`config.mk`:
```
export PLATFORM = sky130hd
export DESIGN_NAME = go_back_n_sender_window_top
export DESIGN_NICKNAME = d
export VERILOG_FILES = /design/src/rtl/core/gbnsw_pkg.sv /design/src/rtl/core/gbnsw_front.sv /design/src/rtl/core/gbnsw_queue.sv /design/src/rtl/core/gbnsw_back.sv /design/src/rtl/core/go_back_n_sender_window_top.sv
export SDC_FILE = /design/constraint.sdc
export NUM_CORES = 1
export LEC_CHECK = 0
export BUFFER_PORTS_ARGS = -buffer_cell sky130_fd_sc_hd__buf_2
export CAP_MARGIN = 20
export CORE_ASPECT_RATIO = 0.8
export CORE_MARGIN = 3
export CORE_UTILIZATION = 55
export DETAILED_ROUTE_END_ITERATION = 6
export GPL_TIMING_DRIVEN = 1
export PLACE_DENSITY = 0.79
export SYNTH_ARGS = -nofsm -noshare
export SYNTH_HDL_FRONTEND = slang
export SYNTH_SLANG_ARGS = --single-unit
```
`constraint.sdc`:
```
create_clock -name clk_i -period 10.9 [get_ports clk_i]
set_input_delay 1.09 -clock clk_i [delete_from_list [all_inputs] [get_ports clk_i]]
set_output_delay 1.09 -clock clk_i [all_outputs]
set_load 0.01 [all_outputs]
```
`src/rtl/core/gbnsw_pkg.sv`:
```
// Shared widths, codes and the run descriptor of the go-back-n sender window.
`timescale 1ns / 1ps

package gbnsw_pkg;

  localparam int CMD_W      = 2;
  localparam int ACK_W      = 16;
  localparam int KIND_W     = 2;
  localparam int PIDX_W     = 12;
  localparam int SEQ_W      = 13;
  localparam int OFF_W      = 22;
  localparam int LEN_W      = 10;
  localparam int WS_W       = 5;
  localparam int DL_W       = 22;
  localparam int CFG_IDX_W  = 2;

  localparam int SEQ_BASE   = 511;

  // run descriptor fields are sized for the largest packet count and window
  localparam int RUN_IDX_W  = 16;
  localparam int RUN_CNT_W  = 7;

  localparam int QUEUE_DEPTH = 2;

  typedef enum logic [CMD_W-1:0] {
    CMD_START   = 2'd0,
    CMD_ACK     = 2'd1,
    CMD_TIMEOUT = 2'd2
  } cmd_e;

  typedef enum logic [KIND_W-1:0] {
    KIND_SEND   = 2'd0,
    KIND_RESEND = 2'd1,
    KIND_DONE   = 2'd2
  } kind_e;

  typedef enum logic [CFG_IDX_W-1:0] {
    REG_WIN_LIMIT   = 2'd0,
    REG_DATA_LENGTH = 2'd1
  } reg_e;

  // one run of consecutive packet commands caused by one event
  typedef struct packed {
    kind_e                kind;
    logic [RUN_IDX_W-1:0] first;
    logic [RUN_CNT_W-1:0] count;
    logic [RUN_IDX_W-1:0] last_idx;
  } run_t;

endpackage

```
`src/rtl/core/gbnsw_front.sv`:
```
// Event front end: window state, packet count divider and run classification.
`timescale 1ns / 1ps

module gbnsw_front #(
  parameter int MAX_PACKETS  = 4096,
  parameter int PACKET_BYTES = 1000,
  parameter int MAX_WINDOW   = 16
) (
  input  logic                       clk_i,
  input  logic                       rst_ni,
  input  logic                       in_valid_i,
  output logic                       in_ready_o,
  input  logic [1:0]                 command_i,
  input  logic [15:0]                ack_number_i,
  input  logic [4:0]                 win_limit_i,
  input  logic [21:0]                data_length_i,
  input  logic                       q_full_i,
  output logic                       push_o,
  output gbnsw_pkg::run_t            push_run_o
);
  import gbnsw_pkg::*;

  localparam int IDX_W  = $clog2(MAX_PACKETS + 1);
  localparam int WIN_W  = $clog2(MAX_WINDOW + 1);
  localparam int SUM_W  = IDX_W + 8;
  // floor(x / PACKET_BYTES) equals (x * RECIP) >> DIV_SH for every DL_W-bit x
  localparam int DIV_SH = DL_W + $clog2(PACKET_BYTES);
  localparam int RCP_W  = DL_W + 2;
  localparam int PROD_W = DL_W + RCP_W;
  localparam logic [RCP_W-1:0] RECIP =
    RCP_W'(((64'd1 << DIV_SH) + 64'(PACKET_BYTES) - 64'd1) / 64'(PACKET_BYTES));

  typedef enum logic [1:0] {F_IDLE, F_DIV, F_START} fstate_e;

  fstate_e           state_q, state_d;
  logic [IDX_W-1:0]  base_q, base_d;
  logic [IDX_W-1:0]  next_q, next_d;
  logic [IDX_W-1:0]  total_q, total_d;
  logic              timer_q, timer_d;
  logic              done_q, done_d;
  logic [DL_W-1:0]   dq_q, dq_d;

  logic [WIN_W-1:0]  win;
  logic [PROD_W-1:0] prod;
  logic [IDX_W-1:0]  start_total;
  logic [WIN_W-1:0]  start_cnt;
  logic [IDX_W-1:0]  base_n;
  logic [SUM_W-1:0]  limit;
  logic [SUM_W-1:0]  end_idx;
  logic [WIN_W-1:0]  ack_cnt;
  logic              ack_match;
  logic              active;
  logic              in_ready;

  // clamp the configured window to 1..MAX_WINDOW
  always_comb begin
    if (win_limit_i == '0) begin
      win = WIN_W'(1);
    end else if (8'(win_limit_i) > 8'(MAX_WINDOW)) begin
      win = WIN_W'(MAX_WINDOW);
    end else begin
      win = WIN_W'(win_limit_i);
    end
  end

  // packet count quotient by reciprocal multiply, registered back into dq
  assign prod = PROD_W'(dq_q) * PROD_W'(RECIP);

  always_comb begin
    if (23'(dq_q) >= 23'(MAX_PACKETS)) begin
      start_total = IDX_W'(MAX_PACKETS);
    end else begin
      start_total = IDX_W'(dq_q + 1'b1);
    end
    if (SUM_W'(win) < SUM_W'(start_total)) begin
      start_cnt = win;
    end else begin
      start_cnt = WIN_W'(start_total);
    end
  end

  // window slide on a matching ack
  assign base_n    = base_q + 1'b1;
  assign limit     = SUM_W'(base_n) + SUM_W'(win);
  assign end_idx   = (limit < SUM_W'(total_q)) ? limit : SUM_W'(total_q);
  assign ack_cnt   = (end_idx > SUM_W'(next_q)) ? WIN_W'(end_idx - SUM_W'(next_q)) : '0;
  assign ack_match = ({1'b0, ack_number_i} == (17'(base_q) + 17'(SEQ_BASE)))
                     && (base_q != next_q);
  assign active    = (total_q != '0) && !done_q;

  assign in_ready   = (state_q == F_IDLE) && !q_full_i;
  assign in_ready_o = in_ready;

  always_comb begin
    state_d    = state_q;
    base_d     = base_q;
    next_d     = next_q;
    total_d    = total_q;
    timer_d    = timer_q;
    done_d     = done_q;
    dq_d       = dq_q;
    push_o     = 1'b0;
    push_run_o = '{kind: KIND_SEND, first: '0, count: '0,
                   last_idx: RUN_IDX_W'(total_q - 1'b1)};
    case (state_q)
      F_IDLE: begin
        if (in_valid_i && in_ready) begin
          case (cmd_e'(command_i))
            CMD_START: begin
              dq_d    = data_length_i;
              state_d = F_DIV;
            end
            CMD_ACK: begin
              if (active) begin
                if (ack_number_i == '0) begin
                  done_d     = 1'b1;
                  timer_d    = 1'b0;
                  push_o     = 1'b1;
                  push_run_o = '{kind: KIND_DONE, first: '0,
                                 count: RUN_CNT_W'(1), last_idx: '0};
                end else if (ack_match) begin
                  base_d = base_n;
                  next_d = next_q + IDX_W'(ack_cnt);
                  if (ack_cnt != '0) begin
                    push_o           = 1'b1;
                    push_run_o.first = RUN_IDX_W'(next_q);
                    push_run_o.count = RUN_CNT_W'(ack_cnt);
                    if (base_n == next_q) begin
                      timer_d = 1'b1;
                    end
                  end
                end
              end
            end
            CMD_TIMEOUT: begin
              if (active && timer_q && (next_q != base_q)) begin
                push_o           = 1'b1;
                push_run_o.kind  = KIND_RESEND;
                push_run_o.first = RUN_IDX_W'(base_q);
                push_run_o.count = RUN_CNT_W'(next_q - base_q);
              end
            end
            default: ;
          endcase
        end
      end
      F_DIV: begin
        dq_d    = DL_W'(prod >> DIV_SH);
        state_d = F_START;
      end
      F_START: begin
        // first window always holds at least one packet, so the timer arms
        total_d    = start_total;
        base_d     = '0;
        next_d     = IDX_W'(start_cnt);
        timer_d    = 1'b1;
        done_d     = 1'b0;
        push_o     = 1'b1;
        push_run_o = '{kind: KIND_SEND, first: '0, count: RUN_CNT_W'(start_cnt),
                       last_idx: RUN_IDX_W'(start_total - 1'b1)};
        state_d    = F_IDLE;
      end
      default: state_d = F_IDLE;
    endcase
  end

  always_ff @(posedge clk_i or negedge rst_ni) begin
    if (!rst_ni) begin
      state_q <= F_IDLE;
      base_q  <= '0;
      next_q  <= '0;
      total_q <= '0;
      timer_q <= 1'b0;
      done_q  <= 1'b0;
    end else begin
      state_q <= state_d;
      base_q  <= base_d;
      next_q  <= next_d;
      total_q <= total_d;
      timer_q <= timer_d;
      done_q  <= done_d;
    end
  end

  always_ff @(posedge clk_i) begin
    dq_q <= dq_d;
  end

endmodule

```
`src/rtl/core/gbnsw_queue.sv`:
```
// Two-entry run queue between the event front end and the command back end.
`timescale 1ns / 1ps

module gbnsw_queue (
  input  logic            clk_i,
  input  logic            rst_ni,
  input  logic            push_i,
  input  gbnsw_pkg::run_t push_run_i,
  output logic            full_o,
  input  logic            pop_i,
  output logic            valid_o,
  output gbnsw_pkg::run_t run_o
);
  import gbnsw_pkg::*;

  localparam int PTR_W = $clog2(QUEUE_DEPTH);
  localparam int CNT_W = $clog2(QUEUE_DEPTH + 1);

  run_t             mem_q [QUEUE_DEPTH];
  logic [PTR_W-1:0] wr_ptr_q, rd_ptr_q;
  logic [CNT_W-1:0] cnt_q;
  logic             do_push, do_pop;

  assign full_o  = (cnt_q == CNT_W'(QUEUE_DEPTH));
  assign valid_o = (cnt_q != '0);
  assign run_o   = mem_q[rd_ptr_q];
  assign do_push = push_i && !full_o;
  assign do_pop  = pop_i && valid_o;

  always_ff @(posedge clk_i or negedge rst_ni) begin
    if (!rst_ni) begin
      wr_ptr_q <= '0;
      rd_ptr_q <= '0;
      cnt_q    <= '0;
    end else begin
      if (do_push) begin
        wr_ptr_q <= (wr_ptr_q == PTR_W'(QUEUE_DEPTH - 1)) ? '0 : wr_ptr_q + 1'b1;
      end
      if (do_pop) begin
        rd_ptr_q <= (rd_ptr_q == PTR_W'(QUEUE_DEPTH - 1)) ? '0 : rd_ptr_q + 1'b1;
      end
      if (do_push && !do_pop) begin
        cnt_q <= cnt_q + 1'b1;
      end else if (do_pop && !do_push) begin
        cnt_q <= cnt_q - 1'b1;
      end
    end
  end

  always_ff @(posedge clk_i) begin
    if (do_push) begin
      mem_q[wr_ptr_q] <= push_run_i;
    end
  end

endmodule

```
`src/rtl/core/gbnsw_back.sv`:
```
// Command back end: expands each run into packet commands on the output register.
`timescale 1ns / 1ps

module gbnsw_back #(
  parameter int MAX_PACKETS  = 4096,
  parameter int PACKET_BYTES = 1000,
  parameter int MAX_WINDOW   = 16
) (
  input  logic            clk_i,
  input  logic            rst_ni,
  input  logic            q_valid_i,
  input  gbnsw_pkg::run_t run_i,
  output logic            pop_o,
  input  logic [21:0]     data_length_i,
  output logic            out_valid_o,
  input  logic            out_ready_i,
  output logic [1:0]      kind_o,
  output logic [11:0]     packet_index_o,
  output logic [12:0]     seq_number_o,
  output logic [21:0]     byte_offset_o,
  output logic [9:0]      byte_length_o,
  output logic            last_of_run_o
);
  import gbnsw_pkg::*;

  localparam int IDX_W  = $clog2(MAX_PACKETS + 1);
  localparam int CNT_W  = $clog2(MAX_WINDOW + 1);
  localparam int OFFX_W = $clog2(MAX_PACKETS * PACKET_BYTES + 1);
  localparam int CMP_W  = (OFFX_W > DL_W) ? OFFX_W : DL_W;

  typedef enum logic [1:0] {B_IDLE, B_MUL, B_EMIT} bstate_e;

  bstate_e           state_q, state_d;
  kind_e             kind_q, kind_d;
  logic [IDX_W-1:0]  idx_q, idx_d;
  logic [IDX_W-1:0]  last_q, last_d;
  logic [CNT_W-1:0]  rem_q, rem_d;
  logic [CMP_W-1:0]  off_q, off_d;
  logic              ov_q, ov_d;
  logic [KIND_W-1:0] okind_q, okind_d;
  logic [PIDX_W-1:0] oidx_q, oidx_d;
  logic [SEQ_W-1:0]  oseq_q, oseq_d;
  logic [OFF_W-1:0]  ooff_q, ooff_d;
  logic [LEN_W-1:0]  olen_q, olen_d;
  logic              olast_q, olast_d;

  logic              load_ok;
  logic              is_last_pkt;
  logic [31:0]       idx32, seq32, off32;
  logic [CMP_W-1:0]  dl_x, diff;
  logic [LEN_W-1:0]  len;

  assign load_ok     = !ov_q || out_ready_i;
  assign is_last_pkt = (idx_q == last_q);
  assign idx32       = 32'(idx_q);
  assign seq32       = idx32 + 32'(SEQ_BASE);
  assign off32       = 32'(off_q);
  assign dl_x        = CMP_W'(data_length_i);
  assign diff        = dl_x - off_q;

  // last packet carries the remainder of the file, capped at one packet
  always_comb begin
    if (!is_last_pkt) begin
      len = LEN_W'(PACKET_BYTES);
    end else if (dl_x > off_q) begin
      len = (diff > CMP_W'(PACKET_BYTES)) ? LEN_W'(PACKET_BYTES) : LEN_W'(diff);
    end else begin
      len = '0;
    end
  end

  assign pop_o = (state_q == B_IDLE) && q_valid_i;

  always_comb begin
    state_d = state_q;
    kind_d  = kind_q;
    idx_d   = idx_q;
    last_d  = last_q;
    rem_d   = rem_q;
    off_d   = off_q;
    ov_d    = ov_q && !out_ready_i;
    okind_d = okind_q;
    oidx_d  = oidx_q;
    oseq_d  = oseq_q;
    ooff_d  = ooff_q;
    olen_d  = olen_q;
    olast_d = olast_q;
    case (state_q)
      B_IDLE: begin
        if (q_valid_i) begin
          kind_d  = run_i.kind;
          idx_d   = IDX_W'(run_i.first);
          rem_d   = CNT_W'(run_i.count);
          last_d  = IDX_W'(run_i.last_idx);
          state_d = B_MUL;
        end
      end
      B_MUL: begin
        off_d   = CMP_W'(idx_q) * CMP_W'(PACKET_BYTES);
        state_d = B_EMIT;
      end
      B_EMIT: begin
        // hold until the output register is free
        if (load_ok) begin
          ov_d    = 1'b1;
          okind_d = kind_q;
          olast_d = (rem_q == CNT_W'(1));
          if (kind_q == KIND_DONE) begin
            oidx_d = '0;
            oseq_d = '0;
            ooff_d = '0;
            olen_d = '0;
          end else begin
            oidx_d = idx32[PIDX_W-1:0];
            oseq_d = is_last_pkt ? '0 : seq32[SEQ_W-1:0];
            ooff_d = off32[OFF_W-1:0];
            olen_d = len;
          end
          idx_d   = idx_q + 1'b1;
          rem_d   = rem_q - 1'b1;
          state_d = (rem_q == CNT_W'(1)) ? B_IDLE : B_MUL;
        end
      end
      default: state_d = B_IDLE;
    endcase
  end

  always_ff @(posedge clk_i or negedge rst_ni) begin
    if (!rst_ni) begin
      state_q <= B_IDLE;
      ov_q    <= 1'b0;
      rem_q   <= '0;
    end else begin
      state_q <= state_d;
      ov_q    <= ov_d;
      rem_q   <= rem_d;
    end
  end

  always_ff @(posedge clk_i) begin
    kind_q  <= kind_d;
    idx_q   <= idx_d;
    last_q  <= last_d;
    off_q   <= off_d;
    okind_q <= okind_d;
    oidx_q  <= oidx_d;
    oseq_q  <= oseq_d;
    ooff_q  <= ooff_d;
    olen_q  <= olen_d;
    olast_q <= olast_d;
  end

  assign out_valid_o    = ov_q;
  assign kind_o         = okind_q;
  assign packet_index_o = oidx_q;
  assign seq_number_o   = oseq_q;
  assign byte_offset_o  = ooff_q;
  assign byte_length_o  = olen_q;
  assign last_of_run_o  = olast_q;

endmodule

```
`src/rtl/core/go_back_n_sender_window_top.sv`:
```
// Go-back-n sender window controller: config registers, front end, run queue, back end.
//
// Events enter on the in_ channel (command_i, ack_number_i); packet commands
// leave on the out_ channel, one transfer per command, last_of_run_o marking
// the final command of one event. The cfg_ channel writes the window limit
// (index 0) and data_length (index 1); cfg_ready_o is always high. Write it
// only while no event is in flight.
// An ack or timeout is classified and queued in the cycle it is accepted. A
// start takes the packet count from a reciprocal multiply in F_DIV and sets up
// the new window in F_START; in_ready_o stays low through both states, and
// its run is queued from F_START. The back end pops a run in B_IDLE, then for
// each command passes B_MUL (offset multiply) and B_EMIT (the output register
// load, which waits while the output register is still held).
// A two-entry run queue sits between the two halves; when the receiver
// stalls, the output register holds, the queue fills and in_ready_o drops.
// Reset clears the window state (no transfer), the window limit to 4 and
// data_length to 0.
`timescale 1ns / 1ps

module go_back_n_sender_window_top #(
  parameter int MAX_PACKETS  = 4096,
  parameter int PACKET_BYTES = 1000,
  parameter int MAX_WINDOW   = 16
) (
  input  logic        clk_i,
  input  logic        rst_ni,
  input  logic        cfg_valid_i,
  output logic        cfg_ready_o,
  input  logic [1:0]  cfg_index_i,
  input  logic [21:0] cfg_data_i,
  input  logic        in_valid_i,
  output logic        in_ready_o,
  input  logic [1:0]  command_i,
  input  logic [15:0] ack_number_i,
  output logic        out_valid_o,
  input  logic        out_ready_i,
  output logic [1:0]  kind_o,
  output logic [11:0] packet_index_o,
  output logic [12:0] seq_number_o,
  output logic [21:0] byte_offset_o,
  output logic [9:0]  byte_length_o,
  output logic        last_of_run_o
);
  import gbnsw_pkg::*;

  logic [WS_W-1:0] win_limit_q;
  logic [DL_W-1:0] data_length_q;
  logic            q_full, q_valid, push, pop;
  run_t            push_run, head_run;

  assign cfg_ready_o = 1'b1;

  always_ff @(posedge clk_i or negedge rst_ni) begin
    if (!rst_ni) begin
      win_limit_q   <= WS_W'(4);
      data_length_q <= '0;
    end else if (cfg_valid_i) begin
      case (reg_e'(cfg_index_i))
        REG_WIN_LIMIT:   win_limit_q   <= cfg_data_i[WS_W-1:0];
        REG_DATA_LENGTH: data_length_q <= cfg_data_i;
        default: ;
      endcase
    end
  end

  gbnsw_front #(
    .MAX_PACKETS  (MAX_PACKETS),
    .PACKET_BYTES (PACKET_BYTES),
    .MAX_WINDOW   (MAX_WINDOW)
  ) u_front (
    .clk_i         (clk_i),
    .rst_ni        (rst_ni),
    .in_valid_i    (in_valid_i),
    .in_ready_o    (in_ready_o),
    .command_i     (command_i),
    .ack_number_i  (ack_number_i),
    .win_limit_i   (win_limit_q),
    .data_length_i (data_length_q),
    .q_full_i      (q_full),
    .push_o        (push),
    .push_run_o    (push_run)
  );

  gbnsw_queue u_queue (
    .clk_i      (clk_i),
    .rst_ni     (rst_ni),
    .push_i     (push),
    .push_run_i (push_run),
    .full_o     (q_full),
    .pop_i      (pop),
    .valid_o    (q_valid),
    .run_o      (head_run)
  );

  gbnsw_back #(
    .MAX_PACKETS  (MAX_PACKETS),
    .PACKET_BYTES (PACKET_BYTES),
    .MAX_WINDOW   (MAX_WINDOW)
  ) u_back (
    .clk_i          (clk_i),
    .rst_ni         (rst_ni),
    .q_valid_i      (q_valid),
    .run_i          (head_run),
    .pop_o          (pop),
    .data_length_i  (data_length_q),
    .out_valid_o    (out_valid_o),
    .out_ready_i    (out_ready_i),
    .kind_o         (kind_o),
    .packet_index_o (packet_index_o),
    .seq_number_o   (seq_number_o),
    .byte_offset_o  (byte_offset_o),
    .byte_length_o  (byte_length_o),
    .last_of_run_o  (last_of_run_o)
  );

endmodule

```
==> summary.md <==
Clock-pin slew was measured on the worst setup and hold paths at 70 ps. At the pin with the least slew margin, the transition time is 1110 ps. Among all stages on the critical path, the largest delay is contributed by sky130_fd_sc_hd__o41ai_1. Destination of the worst register-to-register timing path: u_front.next_q[7]. During placement, the flow inserted port buffers numbering 105. The number of sinks handled by clock tree synthesis is 274, and the longest individual stage delay on the worst path is 920 ps. The worst setup path is captured at a register. After clock tree synthesis, the flow added hold-fix buffers numbering 0. The final total negative setup slack was 0 ps; the final non-filler cell total was 3,004. The tools report the number of cells produced by synthesis as 2,338.

For this run, global-route usage on met3 was measured as 4.10%. The die width was 240 um; the async set-reset flop share out of synthesis was 29.9%. Across every metal layer, demand over resource in global routing totals 26.6%. The critical path is of the reg -> reg type. sky130_fd_sc_hd__inv_1 is the most common cell in the netlist.

No sink is reached through more buffers than the 3 on the longest clock path. The number of nets with antenna violations after detailed routing came out at 0. In this design, the critical path's most frequently occurring cell is sky130_fd_sc_hd__ha_1. The number of antenna violations at the first check in global routing was 2; the count of max-cap constraint violations was 0. In this run, CTS created clock tree buffers numbering 29. The commonest cells after synthesis are sky130_fd_sc_hd__inv_1 (325), sky130_fd_sc_hd__ha_1 (318), sky130_fd_sc_hd__edfxtp_1 (192).

In this run the worst path has a maximum fanout of 17. After synthesis, the largest area contributor takes up 24.0% of total cell area. TritonCTS built the clock tree. After synthesis, flip-flops and latches occupy 32.5% of the total area.

After synthesis, the netlist uses 78 different library cells. After clock tree synthesis, the repair step resized 0 gates. The share of layout cells above drive strength 1 is 10.2%.

The most critical setup path has its endpoint at u_front.next_q[7]. The most utilized layer in the global route result is met2. For this run, design rule violations remaining after detail routing come to 0. In this run the most critical hold path is launched from u_back.kind_q[1]. The logs give 110 for the number of placed I/O pins and 7820 um2 for the area occupied by registers.

For the number of global-route vias before repair, the log shows 17.7k. Counting flops and latches in the post-synthesis netlist gives 274. The number of antenna diodes in the final layout is 0. For this configuration, the core starts out at a cell density of 56.6%. After the first detailed-routing iteration, the DRC count stood at 1,586. The number of enable-type register cells in the synthesized netlist is 192. The startpoint identified for the worst register-to-register timing path is u_front.base_q[0]. Tracing the worst setup path back leads to its startpoint at u_front.base_q[0]. The final weighted congestion of routability-driven global placement is 1.00, and the count of final hold-check violations is 0. The floorplan row count came out at 67.

Detailed routing inserted a total of 17.8k vias. From synthesis to final layout, the design area changed by 8.76%. The number of buffers inserted by post-CTS setup repair is 0, and the detail-routed net length per standard cell is 20.4 um. The cell depth of the worst flop-to-flop path works out to 32.

Ranked by total cell area, the synthesized netlist is headed by sky130_fd_sc_hd__edfxtp_1 (24%), sky130_fd_sc_hd__ha_1 (17%), sky130_fd_sc_hd__fa_1 (12%). Global routing finished with a remaining overflow of 0. Across the routed clock network, the largest skew measured is 21.1 ps. The path class of the lowest-slack min-delay path is reg -> reg.

After detailed routing, the total wire length is 61.4 mm. The maximum clock rate was 115 MHz. The later pin in the worst-skew pair is clocked with a latency of 580 ps. Each instance of the synthesized netlist takes up on average 10.3 um2. The tools report the number of warnings reported in the yosys synthesis log as 0. The endpoint arrival time on the critical path came out at 9170 ps.

The die extent in y works out to 193 um. Global routing consumed, on the met2 layer, 41.5% of the routing resources. The minimum clock period after layout is 8690 ps, and the maximum level of the CTS H-tree is 1. The run gives 0 as the final max-slew violation count. Setup violations remaining at the end of the flow were counted as 0. The wire-length estimate of the detail-placed layout is 49.0 mm. In the synthesized netlist the dominant register cell turns out to be sky130_fd_sc_hd__edfxtp_1. Setup repair after global routing left no endpoint under its margin. The logs give 5 for the number of optimization iterations in the first detailed-route pass and 25.0% for the headroom to the max-slew limit. The region available for standard cell placement spans 42,500 um2.

Entering global routing, the biggest net connects 58 pins. The area enclosed by the die boundary is 46,300 um2. The met1 track demand over resource was 39.2%; the net total in the final layout was 2,938. The mapped netlist covers 24,100 um2. STA classifies the critical path startpoint as a register. The first-pass GRT wire length was 96.6 mm. For the worst setup path, the data required time is 11,390 ps. The flow ran to the end, and the final reports show no timing, DRC or antenna violations.

Number of fillers in the final layout: 3,310. Via-per-instance ratio: 5.92. The cell accounting for the most synthesized area is sky130_fd_sc_hd__edfxtp_1. Dividing the final minimum period by the clock period gives 79.7%. The cell count after placement was 2,948; the combined area of the multi-input logic cells was 14,800 um2. Slack of the worst reg-to-reg path: 2210 ps.

In this run the clock root is driven by a sky130_fd_sc_hd__clkbuf_16.
-- state kept, by name (all words and copies together) (netlist names), 13 cells and up, named ones only --
register              flops
data_length_q            22
u_front.dq_q             22
u_back.off_q             19
u_back.idx_q             13
u_front.base_q           13
u_back.last_q            13
u_back.seq_number_o      13
u_queue.mem_q            66
u_front.total_q          13
u_back.byte_offset_o     19
-- how the worst min path moves through the flow --
stage,end,slack (ps),depth (start not counted)
after global placement,u_back.kind_o[0],420,0
after detailed placement,u_back.kind_o[1],440,0
after global routing,u_back.kind_o[1],480,0
after floorplan,u_back.kind_o[0],420,0
final,u_back.kind_o[1],460,0
after CTS,u_back.kind_o[1],460,0
-- worst max-delay path, delay by kind of cell, from the launching register on --
kind            cells  cell delay (ps)
simple gates        8             1740
fa+ha+maj           5             1650
compound gates     14             3460
mux                 2              540
flops               1              590
xor+xnor            1              180
buf+inv             2              470
-- cell usage in the layout, fill, tap and decap left out, drive strengths merged, types with 23 or more instances in the layout --
cell type | Yosys | routed
inv | 325 | 329
ha | 318 | 318
edfxtp | 192 | 192
fa | 144 | 144
nand2 | 140 | 140
nor2 | 131 | 131
xnor2 | 124 | 124
buf | 18 | 124
o21ai | 104 | 104
dfrtp | 81 | 81
a21oi | 74 | 74
xor2 | 55 | 55
mux2 | 49 | 49
and2 | 48 | 48
nor3 | 40 | 40
clkbuf | 48 | 37
nand3 | 36 | 36
a21o | 33 | 33
mux2i | 30 | 30
nor4 | 27 | 27
and3 | 24 | 24
nand4 | 23 | 23
-- layer usage --
layer / part of all wire, % / vias up
li1: - / 8267
met1: 45 / 8671
met2: 44 / 735
met3: 8.0 / 120
met4: 2.5 / 4
met5: 0.046 / -
-- area by class of cell --
cell class,count,share of cell area (%)
clock buffer,37,3.00
timing repair buffer,124,2.62
multi-input combinational,1674,56.4
clock inverter,17,0.780
tap,552,2.64
sequential,274,29.9
inverter,326,4.68
-- cell families after synthesis --
kind of cell / Yosys count / share of synthesized area, %
buffers and inverters: 392 / 6.28
muxes: 79 / 3.54
other: 2 / 0.0312
DFF: 274 / 32.5
adders and majority gates: 462 / 28.5
and+or+nand+nor: 571 / 12.2
AOI/OAI and AO/OA: 377 / 10.2
xor gates and xnor gates: 181 / 6.71
-- stage by stage --
stage / worst slack, ps / instance area [um2] / utilization [%] / hold slack [ps]
after floorplan: 3460 / 24100 / - / 417
after global placement: 2070 / 25100 / 59.1 / 422
after detailed placement: 2340 / 25100 / 59.1 / 436
after CTS: 2340 / 26100 / 61.5 / 463
after global routing: 1450 / 26200 / 61.5 / 484
final: 2210 / 26200 / 61.5 / 459
Power is not shown: default switching activity piles up to over one toggle a cycle in this logic, so the estimate is an artifact.
